<file path="src/cda_pkg.sv">
`default_nettype none

package cda_pkg;

    localparam int YEAR_W  = 14;
    localparam int MONTH_W = 4;
    localparam int DAY_W   = 5;
    localparam int CNT_W   = 16;
    localparam int DNUM_W  = 22;
    localparam int ACT_W   = 4;
    localparam int CFG_IDX_W = 2;

    localparam logic [YEAR_W-1:0]  MAX_YEAR      = 14'd9999;
    localparam logic [YEAR_W-1:0]  FALLBACK_YEAR = 14'd1900;
    localparam logic [YEAR_W-1:0]  RESET_LOW     = 14'd1900;
    localparam logic [YEAR_W-1:0]  RESET_HIGH    = 14'd2030;
    // Day number of 9999-12-31, counted from 0000-01-01.
    localparam logic [DNUM_W-1:0]  LAST_DAY      = 22'd3652424;

    localparam logic [ACT_W-1:0] ACT_LOAD     = 4'd0;
    localparam logic [ACT_W-1:0] ACT_PRE_INC  = 4'd1;
    localparam logic [ACT_W-1:0] ACT_POST_INC = 4'd2;
    localparam logic [ACT_W-1:0] ACT_PRE_DEC  = 4'd3;
    localparam logic [ACT_W-1:0] ACT_POST_DEC = 4'd4;
    localparam logic [ACT_W-1:0] ACT_ADD      = 4'd5;
    localparam logic [ACT_W-1:0] ACT_SUB      = 4'd6;
    localparam logic [ACT_W-1:0] ACT_LESS     = 4'd7;
    localparam logic [ACT_W-1:0] ACT_DIST     = 4'd8;

    localparam logic [CFG_IDX_W-1:0] REG_YEAR_LOW  = 2'd0;
    localparam logic [CFG_IDX_W-1:0] REG_YEAR_HIGH = 2'd1;

    typedef struct packed {
        logic [ACT_W-1:0]   action;
        logic [YEAR_W-1:0]  operand_year;
        logic [MONTH_W-1:0] operand_month;
        logic [DAY_W-1:0]   operand_day;
        logic [CNT_W-1:0]   day_count;
    } op_t;

    typedef struct packed {
        logic [YEAR_W-1:0]  result_year;
        logic [MONTH_W-1:0] result_month;
        logic [DAY_W-1:0]   result_day;
        logic               is_earlier;
        logic [DNUM_W-1:0]  day_distance;
        logic               range_error;
    } res_t;

    typedef enum logic [2:0] {
        S_IDLE,
        S_NOW,
        S_OTHER,
        S_EVAL,
        S_SMID,
        S_SCMP,
        S_MONTH,
        S_DONE
    } state_t;

    // Commands from the controller to the datapath.
    typedef struct packed {
        logic latch;
        logic now;
        logic other;
        logic eval;
        logic smid;
        logic scmp;
        logic month;
    } cmd_t;

    // Status from the datapath to the controller.
    typedef struct packed {
        logic search;
        logic search_done;
    } sts_t;

    // Floor of x / 100 by a reciprocal multiply, exact for x below 16384.
    function automatic logic [8:0] div100(input logic [14:0] x);
        logic [27:0] prod;
        prod = 28'(x) * 28'd5243;
        return prod[27:19];
    endfunction

    function automatic logic is_leap(input logic [YEAR_W-1:0] y);
        logic [8:0]  q;
        logic [14:0] r;
        q = div100({1'b0, y});
        r = {1'b0, y} - 15'(q) * 15'd100;
        return ((y[1:0] == 2'd0) && (r != 15'd0)) || ((r == 15'd0) && (q[1:0] == 2'd0));
    endfunction

    // Days from 0000-01-01 to the first day of year y.
    function automatic logic [DNUM_W-1:0] year_start(input logic [YEAR_W-1:0] y);
        logic [14:0] a4;
        logic [14:0] a100;
        logic [14:0] a400;
        logic [8:0]  q100;
        logic [8:0]  q400;
        a4   = {1'b0, y} + 15'd3;
        a100 = {1'b0, y} + 15'd99;
        a400 = {1'b0, y} + 15'd399;
        q100 = div100(a100);
        q400 = div100({2'b00, a400[14:2]});
        return 22'(y) * 22'd365 + 22'(a4[14:2]) - 22'(q100) + 22'(q400);
    endfunction

    // Days of the year before the first of month m; months above 12 count the whole year.
    function automatic logic [8:0] cum_days(input logic [MONTH_W-1:0] m, input logic lp);
        logic [8:0] c;
        case (m)
            4'd0, 4'd1: c = 9'd0;
            4'd2:  c = 9'd31;
            4'd3:  c = 9'd59;
            4'd4:  c = 9'd90;
            4'd5:  c = 9'd120;
            4'd6:  c = 9'd151;
            4'd7:  c = 9'd181;
            4'd8:  c = 9'd212;
            4'd9:  c = 9'd243;
            4'd10: c = 9'd273;
            4'd11: c = 9'd304;
            4'd12: c = 9'd334;
            default: c = 9'd365;
        endcase
        return c + 9'((lp && (m >= 4'd3)) ? 1 : 0);
    endfunction

    function automatic logic [DAY_W-1:0] days_of_month(input logic [MONTH_W-1:0] m,
                                                       input logic lp);
        logic [DAY_W-1:0] n;
        case (m)
            4'd2: n = lp ? 5'd29 : 5'd28;
            4'd4, 4'd6, 4'd9, 4'd11: n = 5'd30;
            default: n = 5'd31;
        endcase
        return n;
    endfunction

    function automatic logic date_exists(input logic [YEAR_W-1:0] y,
                                         input logic [MONTH_W-1:0] m,
                                         input logic [DAY_W-1:0] d);
        return (y <= MAX_YEAR) && (m >= 4'd1) && (m <= 4'd12) && (d >= 5'd1)
            && (d <= days_of_month(m, is_leap(y)));
    endfunction

endpackage

`default_nettype wire

</file>
<file path="src/cda_ctrl.sv">
`default_nettype none

module cda_ctrl
    import cda_pkg::*;
(
    input  wire logic clk,
    input  wire logic rst_n,
    input  wire logic start,
    input  wire sts_t sts,
    output cmd_t      cmd,
    output logic      busy,
    output logic      done
);

    state_t state_reg;
    state_t state_next;

    // State register.
    always_ff @(posedge clk or negedge rst_n)
    begin
        if (!rst_n)
        begin
            state_reg <= S_IDLE;
        end
        else
        begin
            state_reg <= state_next;
        end
    end

    // Sequencing of one transaction and the commands for the datapath.
    always_comb
    begin
        state_next = state_reg;
        cmd        = '0;
        case (state_reg)
            S_IDLE:
            begin
                if (start)
                begin
                    cmd.latch  = 1'b1;
                    state_next = S_NOW;
                end
            end
            S_NOW:
            begin
                cmd.now    = 1'b1;
                state_next = S_OTHER;
            end
            S_OTHER:
            begin
                cmd.other  = 1'b1;
                state_next = S_EVAL;
            end
            S_EVAL:
            begin
                cmd.eval   = 1'b1;
                state_next = sts.search ? S_SMID : S_DONE;
            end
            S_SMID:
            begin
                cmd.smid   = 1'b1;
                state_next = sts.search_done ? S_MONTH : S_SCMP;
            end
            S_SCMP:
            begin
                cmd.scmp   = 1'b1;
                state_next = S_SMID;
            end
            S_MONTH:
            begin
                cmd.month  = 1'b1;
                state_next = S_DONE;
            end
            S_DONE:
            begin
                state_next = S_IDLE;
            end
            default:
            begin
                state_next = S_IDLE;
            end
        endcase
    end

    assign busy = (state_reg != S_IDLE);
    assign done = (state_reg == S_DONE);

endmodule

`default_nettype wire

</file>
<file path="src/cda_datapath.sv">
`default_nettype none

module cda_datapath
    import cda_pkg::*;
(
    input  wire logic                 clk,
    input  wire logic                 rst_n,
    input  wire cmd_t                 cmd,
    input  wire op_t                  operand,
    input  wire logic                 cfg_write,
    input  wire logic [CFG_IDX_W-1:0] cfg_index,
    input  wire logic [YEAR_W-1:0]    cfg_data,
    output sts_t                      sts,
    output res_t                      result
);

    logic [YEAR_W-1:0]  low_reg;
    logic [YEAR_W-1:0]  high_reg;
    logic [YEAR_W-1:0]  cur_year_reg;
    logic [MONTH_W-1:0] cur_month_reg;
    logic [DAY_W-1:0]   cur_day_reg;
    op_t                op_reg;
    logic [DNUM_W-1:0]  now_reg;
    logic [DNUM_W-1:0]  other_reg;
    logic [DNUM_W-1:0]  target_reg;
    logic [YEAR_W-1:0]  lo_reg;
    logic [YEAR_W-1:0]  hi_reg;
    logic [YEAR_W-1:0]  mid_reg;
    logic [DNUM_W-1:0]  ys_reg;
    logic               upd_cur_reg;
    logic               upd_res_reg;
    res_t               res_reg;

    // Shared year start unit; its year comes from the step in progress.
    logic [YEAR_W-1:0]  ys_year;
    logic [DNUM_W-1:0]  ys_val;
    logic [YEAR_W:0]    mid_sum;
    logic [DNUM_W-1:0]  dnum;

    // Evaluation of the action once both day numbers are known.
    logic               ev_search;
    logic [DNUM_W-1:0]  ev_target;
    logic               ev_upd_cur;
    logic               ev_upd_res;
    logic               ev_load_ok;
    res_t               ev_res;
    logic [DNUM_W:0]    add_sum;

    // Splitting the remainder of the year into month and day.
    logic               fin_leap;
    logic [8:0]         fin_rem;
    logic [MONTH_W-1:0] fin_month;
    logic [DAY_W-1:0]   fin_day;

    assign mid_sum = ({1'b0, lo_reg} + {1'b0, hi_reg} + 15'd1) >> 1;

    always_comb
    begin
        if (cmd.smid)
        begin
            ys_year = mid_sum[YEAR_W-1:0];
        end
        else if (cmd.other)
        begin
            ys_year = op_reg.operand_year;
        end
        else
        begin
            ys_year = cur_year_reg;
        end
    end

    assign ys_val = year_start(ys_year);

    // Day number of the date chosen for this step.
    always_comb
    begin
        if (cmd.other)
        begin
            dnum = ys_val + 22'(cum_days(op_reg.operand_month, is_leap(ys_year)))
                 + 22'(op_reg.operand_day) - 22'd1;
        end
        else
        begin
            dnum = ys_val + 22'(cum_days(cur_month_reg, is_leap(ys_year)))
                 + 22'(cur_day_reg) - 22'd1;
        end
    end

    assign add_sum = {1'b0, now_reg} + 23'(op_reg.day_count);

    always_comb
    begin
        ev_search  = 1'b0;
        ev_target  = now_reg;
        ev_upd_cur = 1'b0;
        ev_upd_res = 1'b0;
        ev_load_ok = (op_reg.operand_year >= low_reg) && (op_reg.operand_year <= high_reg)
                   && date_exists(op_reg.operand_year, op_reg.operand_month,
                                  op_reg.operand_day);
        ev_res     = '0;
        ev_res.result_year  = cur_year_reg;
        ev_res.result_month = cur_month_reg;
        ev_res.result_day   = cur_day_reg;
        case (op_reg.action)
            ACT_LOAD:
            begin
                if (ev_load_ok)
                begin
                    ev_res.result_year  = op_reg.operand_year;
                    ev_res.result_month = op_reg.operand_month;
                    ev_res.result_day   = op_reg.operand_day;
                end
                else
                begin
                    ev_res.result_year  = FALLBACK_YEAR;
                    ev_res.result_month = 4'd1;
                    ev_res.result_day   = 5'd1;
                end
            end
            ACT_PRE_INC, ACT_POST_INC:
            begin
                if (now_reg >= LAST_DAY)
                begin
                    ev_res.range_error = 1'b1;
                end
                else
                begin
                    ev_search  = 1'b1;
                    ev_target  = now_reg + 22'd1;
                    ev_upd_cur = 1'b1;
                    ev_upd_res = (op_reg.action == ACT_PRE_INC);
                end
            end
            ACT_PRE_DEC, ACT_POST_DEC:
            begin
                if (now_reg == '0)
                begin
                    ev_res.range_error = 1'b1;
                end
                else
                begin
                    ev_search  = 1'b1;
                    ev_target  = now_reg - 22'd1;
                    ev_upd_cur = 1'b1;
                    ev_upd_res = (op_reg.action == ACT_PRE_DEC);
                end
            end
            ACT_ADD:
            begin
                if (add_sum > {1'b0, LAST_DAY})
                begin
                    ev_res.range_error = 1'b1;
                end
                else
                begin
                    ev_search  = 1'b1;
                    ev_target  = add_sum[DNUM_W-1:0];
                    ev_upd_res = 1'b1;
                end
            end
            ACT_SUB:
            begin
                if (22'(op_reg.day_count) > now_reg)
                begin
                    ev_res.range_error = 1'b1;
                end
                else
                begin
                    ev_search  = 1'b1;
                    ev_target  = now_reg - 22'(op_reg.day_count);
                    ev_upd_res = 1'b1;
                end
            end
            ACT_LESS:
            begin
                if (cur_year_reg != op_reg.operand_year)
                begin
                    ev_res.is_earlier = (cur_year_reg < op_reg.operand_year);
                end
                else if (cur_month_reg != op_reg.operand_month)
                begin
                    ev_res.is_earlier = (cur_month_reg < op_reg.operand_month);
                end
                else
                begin
                    ev_res.is_earlier = (cur_day_reg < op_reg.operand_day);
                end
            end
            ACT_DIST:
            begin
                if (!date_exists(op_reg.operand_year, op_reg.operand_month,
                                 op_reg.operand_day))
                begin
                    ev_res.range_error = 1'b1;
                end
                else if (now_reg > other_reg)
                begin
                    ev_res.day_distance = now_reg - other_reg;
                end
                else
                begin
                    ev_res.day_distance = other_reg - now_reg;
                end
            end
            default:
            begin
            end
        endcase
    end

    // Month and day from the day offset within the found year.
    assign fin_leap = is_leap(lo_reg);
    assign fin_rem  = 9'(target_reg - ys_reg);

    always_comb
    begin
        fin_month = 4'd1;
        for (int k = 2; k <= 12; k++)
        begin
            if (cum_days(MONTH_W'(k), fin_leap) <= fin_rem)
            begin
                fin_month = MONTH_W'(k);
            end
        end
        fin_day = 5'(fin_rem - cum_days(fin_month, fin_leap) + 9'd1);
    end

    assign sts.search      = ev_search;
    assign sts.search_done = (lo_reg == hi_reg);
    assign result          = res_reg;

    // Configuration registers and the stored date.
    always_ff @(posedge clk or negedge rst_n)
    begin
        if (!rst_n)
        begin
            low_reg       <= RESET_LOW;
            high_reg      <= RESET_HIGH;
            cur_year_reg  <= FALLBACK_YEAR;
            cur_month_reg <= 4'd1;
            cur_day_reg   <= 5'd1;
        end
        else
        begin
            if (cfg_write && (cfg_index == REG_YEAR_LOW))
            begin
                low_reg <= cfg_data;
            end
            if (cfg_write && (cfg_index == REG_YEAR_HIGH))
            begin
                high_reg <= cfg_data;
            end
            if (cmd.eval && (op_reg.action == ACT_LOAD))
            begin
                cur_year_reg  <= ev_res.result_year;
                cur_month_reg <= ev_res.result_month;
                cur_day_reg   <= ev_res.result_day;
            end
            else if (cmd.month && upd_cur_reg)
            begin
                cur_year_reg  <= lo_reg;
                cur_month_reg <= fin_month;
                cur_day_reg   <= fin_day;
            end
        end
    end

    // Working registers of one transaction.
    always_ff @(posedge clk)
    begin
        if (cmd.latch)
        begin
            op_reg <= operand;
        end
        if (cmd.now)
        begin
            now_reg <= dnum;
        end
        if (cmd.other)
        begin
            other_reg <= dnum;
        end
        if (cmd.eval)
        begin
            res_reg     <= ev_res;
            target_reg  <= ev_target;
            upd_cur_reg <= ev_upd_cur;
            upd_res_reg <= ev_upd_res;
            lo_reg      <= '0;
            hi_reg      <= MAX_YEAR;
        end
        if (cmd.smid)
        begin
            mid_reg <= mid_sum[YEAR_W-1:0];
            ys_reg  <= ys_val;
        end
        if (cmd.scmp)
        begin
            if (ys_reg <= target_reg)
            begin
                lo_reg <= mid_reg;
            end
            else
            begin
                hi_reg <= mid_reg - 14'd1;
            end
        end
        if (cmd.month && upd_res_reg)
        begin
            res_reg.result_year  <= lo_reg;
            res_reg.result_month <= fin_month;
            res_reg.result_day   <= fin_day;
        end
    end

endmodule

`default_nettype wire

</file>
<file path="src/calendar_date_arithmetic_unit.sv">
`default_nettype none

// Gregorian date counter with one stored date. An action is taken when start is high and
// busy is low; its single result is marked by result_valid for exactly one cycle, and
// must be captured then. Load, compare, distance and any action that ends in a range error
// go from evaluation straight to the result; steps, add and subtract first find the year by
// a binary search of at most 14 rounds, each using the one shared year start unit, and then
// split the rest of the year into month and day. Configuration writes are always accepted.
module calendar_date_arithmetic_unit
    import cda_pkg::*;
(
    input  wire logic                 clk,
    input  wire logic                 rst_n,
    input  wire logic                 start,
    output logic                      busy,
    input  wire op_t                  operand,
    output res_t                      result,
    output logic                      result_valid,
    input  wire logic                 cfg_valid,
    output logic                      cfg_ready,
    input  wire logic [CFG_IDX_W-1:0] cfg_index,
    input  wire logic [YEAR_W-1:0]    cfg_data
);

    cmd_t cmd;
    sts_t sts;
    logic ctrl_busy;

    assign cfg_ready = 1'b1;
    assign busy      = ctrl_busy;

    // Sequencer.
    cda_ctrl u_ctrl (
        .clk   (clk),
        .rst_n (rst_n),
        .start (start),
        .sts   (sts),
        .cmd   (cmd),
        .busy  (ctrl_busy),
        .done  (result_valid)
    );

    // Date arithmetic and stored date.
    cda_datapath u_datapath (
        .clk       (clk),
        .rst_n     (rst_n),
        .cmd       (cmd),
        .operand   (operand),
        .cfg_write (cfg_valid && cfg_ready),
        .cfg_index (cfg_index),
        .cfg_data  (cfg_data),
        .sts       (sts),
        .result    (result)
    );

endmodule

`default_nettype wire

</file>
<file path="config.mk">
export PLATFORM = sky130hd
export DESIGN_NAME = calendar_date_arithmetic_unit
export DESIGN_NICKNAME = d
export VERILOG_FILES = /design/src/cda_pkg.sv /design/src/cda_ctrl.sv /design/src/cda_datapath.sv /design/src/calendar_date_arithmetic_unit.sv
export SDC_FILE = /design/constraint.sdc
export NUM_CORES = 2
export LEC_CHECK = 0
export ABC_AREA = 0
export BUFFER_PORTS_ARGS = -buffer_cell sky130_fd_sc_hd__buf_2
export CORE_UTILIZATION = 44
export DETAILED_ROUTE_END_ITERATION = 8
export GPL_ROUTABILITY_DRIVEN = 0
export HOLD_SLACK_MARGIN = 0.08
export SYNTH_ARGS = -nofsm -noshare
export SYNTH_HDL_FRONTEND = slang
export SYNTH_HIERARCHICAL = 1
export SYNTH_SLANG_ARGS = --single-unit
</file>
<file path="constraint.sdc">
create_clock -name clk -period 21.6 [get_ports clk]
set_clock_uncertainty 0.1 [all_clocks]
set_input_delay 2.16 -clock clk [delete_from_list [all_inputs] [get_ports clk]]
set_output_delay 2.16 -clock clk [all_outputs]
set_load 0.05 [all_outputs]
</file>
== Word-level counts from Yosys, hierarchy flattened ==
Memory sizes are Yosys's and may differ from the RTL's. A register that Yosys moved wholly into a read port is not among the register bits.
Cells that the tools add are included.

* Register bits after elaboration: 276
* Memory bits (read-only): 432
* Bits of input ports: 63
* Memories: 3

* Add/subtract/negate cells: 40
* Multipliers: 9
* Magnitude comparators: 30
* Eq/ne operators: 25
* Mux-type cells: 78
* Reduce and logical (&&, ||, !) cells: 47

{| class="wikitable"
|+ Memories
! memory !! words !! width !! rd ports !! clocked after memory_dff !! wr ports !! RTL line !! RTL
|-
| (no name shown) || 16 || 9 || 1 || 0 || 0 || cda_pkg.sv:111 || <nowiki>case (m)</nowiki>
|-
| (no name shown) || 16 || 9 || 1 || 1 || 0 || cda_pkg.sv:111 ||
|-
| (no name shown) || 16 || 9 || 1 || 0 || 0 || cda_pkg.sv:111 ||
|}

{| class="wikitable"
|+ Operator list
! operator !! number
|-
| $mux W22 || 8
|-
| $mux W14 || 10
|-
| $pmux W22 S4 || 1
|-
| $mul A14 B13 Y27 const B || 3
|-
| $mux W23 || 3
|-
| $sub A22 B1 Y22 const B || 3
|-
| $le A9 B9 Y1 || 7
|-
| $mux W47 || 1
|-
| $logic_not A15 Y1 || 3
|-
| $reduce_bool A15 Y1 || 3
|-
| $sub A14 B15 Y15 || 3
|-
| $add A22 B5 Y22 || 2
|-
| $add A22 B9 Y22 || 2
|-
| $sub A22 B22 Y22 || 2
|-
| $mul A8 B5 Y13 const B || 3
|-
| $add A8 B9 Y9 const A || 4
|-
| $mux W4 || 8
|-
| $mul A15 B13 Y28 const B || 1
|-
| $add A9 B9 Y9 const A || 3
|-
| $mux W1 || 27
|-
| $mul A13 B13 Y26 const B || 1
|-
| $eq A4 B3 Y1 const B || 6
|-
| $pmux W3 S8 || 1
|-
| $add A22 B16 Y23 || 1
|-
| 68 further kinds || 123
|}

== Logic depth before layout (Yosys ltp) ==
* Depth after elaboration: 27
* Mapped depth: 74
* Gate-level depth less buffers: 74

== Hierarchy ==
Netlist, hierarchy kept.

{| class="wikitable"
|+ By module, submodules not included
! module !! instances !! cells each !! area each (um2)
|-
| cda_datapath || 1 || 5,047 || 46,947.5
|-
| cda_ctrl || 1 || 25 || 255.2
|-
| calendar_date_arithmetic_unit || 1 || 2 || 11.3
|}

== Least setup slack after synthesis ==
Ideal clock, no wire load.

* Path kind: flip-flop to flip-flop
* From: reg u_ctrl.state_reg[2]
* To: reg u_datapath.now_reg[21], data pin
* Library setup time: 0.271 ns
* Arrival time: 16.436 ns
* Data required time: 21.229 ns
* Slack: 4.793 ns
* Cell stages (with the launch flop): 60
* Buffers on the path: 3
* Clock period less this slack: 16.807 ns
* Path through: dfrtp_1 buf_6 nor3b_1 clkbuf_1 clkbuf_1 mux2i_1 o21ai_0 inv_1 ha_1 nand2_1 a21oi_1 nand2b_1 nand2_1 nand3_1 xnor2_1 fa_1 ha_1 fa_1 (+24 left out) xnor2_1 inv_1 ha_1 inv_1 ha_1 ha_1 or2_2 a21oi_1 a21oi_1 or4_1 a41oi_1 a2bb2oi_1 a2111oi_0 o21a_1 o21a_1 o41ai_1 xnor3_1 xnor3_1

{| class="wikitable"
|+ RTL lines
! element !! RTL line !! RTL
|-
| start, declared || cda_ctrl.sv:15 || <nowiki>state_t state_reg;</nowiki>
|-
| start signal, assigned || cda_ctrl.sv:27 || <nowiki>state_reg <= state_next;</nowiki>
|-
| end signal, assigned || cda_datapath.sv:278 || <nowiki>now_reg <= dnum;</nowiki>
|-
| end, declared || cda_datapath.sv:23 || <nowiki>logic [DNUM_W-1:0] now_reg;</nowiki>
|}

== Final worst setup path ==
* From: reg u_datapath.lo_reg[1]
* To: reg u_datapath.other_reg[21], data pin

* Elaborated cells on any way between the ends: 35

{| class="wikitable"
|+ RTL lines
! element !! RTL line !! RTL
|-
| start, declared || cda_datapath.sv:26 || <nowiki>logic [YEAR_W-1:0] lo_reg;</nowiki>
|-
| start signal, assigned || cda_datapath.sv:302 || <nowiki>lo_reg <= mid_reg;</nowiki>
|-
| $add A14 B14 Y15 (*) || cda_datapath.sv:55 || <nowiki>assign mid_sum = ({1'b0, lo_reg} + {1'b0, hi_reg} + 15'd1) >> 1;</nowiki>
|-
| $add A15 B1 Y15 (*) || cda_datapath.sv:55 ||
|-
| named net u_datapath.mid_sum[7] || cda_datapath.sv:37 || <nowiki>logic [YEAR_W:0] mid_sum;</nowiki>
|-
| $mux W14 (*) || cda_datapath.sv:59 || <nowiki>if (cmd.smid)</nowiki>
|-
| $mul A14 B9 Y22 (tied with other cells) || cda_pkg.sv:105 || <nowiki>return 22'(y) * 22'd365 + 22'(a4[14:2]) - 22'(q100) + 22'(q400);</nowiki>
|-
| $add A22 B13 Y22 or $mul A15 B13 Y28 (tied branches) || cda_pkg.sv:105, cda_pkg.sv:81 ||
|-
| $sub A22 B9 Y22 || cda_pkg.sv:105 ||
|-
| $add A22 B7 Y22 (*) || cda_pkg.sv:105 ||
|-
| named net u_datapath.ys_val[10] || cda_datapath.sv:36 || <nowiki>logic [DNUM_W-1:0] ys_val;</nowiki>
|-
| $add A22 B9 Y22, on equally long branches || cda_datapath.sv:85, cda_datapath.sv:80 ||
|-
| $add A22 B5 Y22, on equally long branches || cda_datapath.sv:86, cda_datapath.sv:81 ||
|-
| $sub A22 B1 Y22, on equally long branches || cda_datapath.sv:86, cda_datapath.sv:81 ||
|-
| $mux W22 (*) || cda_datapath.sv:78 || <nowiki>if (cmd.other)</nowiki>
|-
| named net u_datapath.dnum[21] || cda_datapath.sv:38 || <nowiki>logic [DNUM_W-1:0] dnum;</nowiki>
|-
| end signal, assigned || cda_datapath.sv:282 || <nowiki>other_reg <= dnum;</nowiki>
|-
| end, declared || cda_datapath.sv:24 || <nowiki>logic [DNUM_W-1:0] other_reg;</nowiki>
|}

The timed path passes the listed nets; every way through them passes the cells marked *.
A chain may end at the register's enable or synchronous reset.

==> flow_metrics.py <==
metrics = {
    "outcome": {
        "status": "finished, final reports clean",
    },
    "global_routing": {
        "antenna_found_initial": 7,
        "met2_usage": 0.389,
        "grt_max_degree": 69,
        "grt.total_usage": 0.239,
        "grt_use_met1": 0.338,
        "grt_use_met3": 0.0311,
        "grt_overflow": 0,
        "grt_first_pass_wirelength_um": 204000,
        "grt_pass1_vias": 36265,
        "top_usage_layer": "met2",
    },
    "logic_synthesis": {
        "ys.flop_type": "edfxtp_1",
        "synth_fa_ha_area_frac": 0.439,
        "syn_nets": 6542,
        "synth_top_family_by_area": "adder cells",
        "synth.area.mux_share": 0.0195,
        "synth_enable_flop_cells": 194,
        "ys_top_cells_by_count": "1010 x inv_1, 983 x ha_1, 422 x fa_1",
        "synth.most_common_cell": "inv_1",
        "async_flop_share": 0.189,
        "yosys.cell_types.count": 102,
        "netlist.area_leader.share": 0.261,
        "ys_ff_latch": 285,
        "ys_seq_area_frac": 0.168,
        "netlist_area_mm2": 0.0472,
        "synth-simple-area-share": 0.0974,
        "synth-xor-area-share": 0.0447,
        "avgSynthCellArea_um2": 9.31,
        "synth-compound-area-share": 0.140,
        "synth_cells": 5074,
        "netlist_top_cells_area": "ha_1 26%, fa_1 18%, edfxtp_1 12%",
        "synth_area_leader_cell": "ha_1",
        "yosysWarnings": 6,
    },
    "detailed_routing": {
        "postRouteAntennaNets": 0,
        "wl_per_cell_um": 19.5,
        "via_count": 36317,
        "drc": 0,
        "first_iter_violations": 2797,
        "drt_pass1_iterations": 6,
        "routed_wl_um": 129000,
        "viasPerCell": 5.52,
    },
    "timing": {
        "hold_viol": 0,
        "max-slew-margin-rel": 0.186,
        "period_share": 0.830,
        "drv_slew": 0,
        "max_freq_mhz": 55.8,
        "fin_crit_ps": 17930,
        "worstMarginPinSlew_ps": 1220,
        "rsz0062_at_grt": "no",
        "setup-violations-final": 0,
        "fin_tns_setup_ps": 0,
    },
    "floorplanning": {
        "chipWidth_um": 330,
        "start_util": 0.446,
        "die-area_mm2": 0.109,
        "die_y_um": 330,
        "num_rows": 119,
        "io_pins": 113,
        "core_area_mm2": 0.106,
    },
    "cells_and_area": {
        "largest_reg_flops": 47,
        "drive_gt1_frac": 0.0666,
        "layout.cells.non_filler": 6584,
        "area_growth_pct": 7.23,
        "fin_util": 0.478,
        "layout.nets": 6634,
    },
    "setup_path": {
        "r2r_cells": 57,
        "start_kind": "register",
        "r2r_end": "u_datapath/other_reg[21]",
        "crit_path_top_delay_cell": "xnor2_1",
        "endpoint_kind": "register",
        "critPathArrivalTime_ps": 18110,
        "r2r-start": "u_datapath/lo_reg[1]",
        "path_common_cell": "fa_1",
        "crit_required_ps": 21780,
        "worstPathMaxFanout": 11,
        "rrSetupSlack_ps": 3670,
        "setup.worst_path.class": "register to register",
        "cp-endpoint": "u_datapath/other_reg[21]",
        "max_stage_delay_ps": 840,
        "startpoint": "u_datapath/lo_reg[1]",
    },
    "min_path": {
        "hp-class": "register to register",
        "timing.hold.worst_path_depth": 1,
    },
    "clocking": {
        "clock-sinks": 285,
        "clock_latency_ps": 570,
        "htreeDepth": 2,
        "clockRootBuffer": "clkbuf_16",
        "cts_buffers": 35,
        "cts.path.max_buffers": 3,
        "cts-resized-gates": 0,
        "path_clk_slew_ps": 60,
        "hold_buffers": 0,
        "cts_setup_buffers": 0,
        "cts_tree": "built",
    },
    "placed_design": {
        "place_inst": 6520,
        "port_buffers": 111,
        "dp_hpwl_um": 107000,
    },
    "flow_run": {
        "drv_cap": 0,
    },
}
## layer usage
metal | share of wire | up-vias | wire [um]
li1 | - | 17475 | -
met1 | 0.46 | 17545 | 58900
met2 | 0.45 | 1084 | 58200
met3 | 0.065 | 211 | 8370
met4 | 0.025 | 2 | 3180
met5 | 0.00010 | - | 13
## cells by family (layout without fill, tap and decap cells)
kind of cell / after synthesis / count (layout)
XOR/XNOR: 238 / 238
AND/OR/NAND/NOR: 933 / 933
flip-flops: 285 / 285
buffers and inverters: 1125 / 1243
AO/OA/AOI/OAI: 1002 / 1002
other: 1 / 2
multiplexers: 85 / 85
adder cells (fa/ha/maj): 1405 / 1405
## cells in the final DEF (no fill, tap or decap), types with 25 or more instances in the layout
cell type and n:
ha_1 983, o21bai_1 36, a211oi_1 26, a21oi_1 244, a21o_1 117, nor2_1 253
xor2_1 84, nand2_1 204, nor3_1 87, dfrtp_1 29, o21ai_0 200, o22ai_1 35
o221ai_1 25, nand2b_1 46, xnor2_1 152, a31oi_1 31, inv_1 1010, and3_1 37
fa_1 422, buf_2 111, edfxtp_1 194, clkbuf_16 35, nand3_1 83, o21a_1 40
nand4_1 38, mux2_2 33, mux2i_1 49, nor2b_1 54, o211ai_1 25, dfxtp_1 37
buf_4 54, dfstp_2 25
## worst max-delay path: cells and delay by family, from the launching register on
family | cells | cell delay (ps)
adders and majority gates | 16 | 6740
DFF | 1 | 560
buffers and inverters | 7 | 1140
AOI/OAI and AO/OA | 21 | 5860
and+or+nand+nor | 8 | 1180
xor gates and xnor gates | 5 | 2040
## stage by stage
stage	cell area, um^2	hold WS, ps	setup slack, ps
floorplan	47200	347	4790
detailed placement	49500	370	3700
global placement	49500	371	4070
finish	50600	382	3670
CTS	50600	380	3620
global route	50600	419	2240
## area by class of cell
cell class,instances,area [um^2]
Clock inverter,24,208
Antenna cell,1,2.50
Clock buffer,39,891
Inverter,1015,3810
Sequential cell,285,7950
Timing Repair Buffer,165,961
Tap cell,1391,1740
Multi-Input combinational cell,3664,35100
Fill cell,10058,55200
## how the worst min path moves through the flow
stage	from	endpoint	slack (ps)
floorplan	u_datapath/mid_reg[0]	u_datapath/hi_reg[0]	350
global placement	u_datapath/mid_reg[0]	u_datapath/hi_reg[0]	370
detailed placement	u_datapath/mid_reg[0]	u_datapath/hi_reg[0]	370
CTS	u_datapath/mid_reg[0]	u_datapath/hi_reg[0]	380
global route	u_datapath/mid_reg[0]	u_datapath/hi_reg[0]	420
finish	u_datapath/mid_reg[0]	u_datapath/hi_reg[0]	380
Power is not shown: default switching activity piles up to over one toggle a cycle in this logic, so the estimate is an artifact.
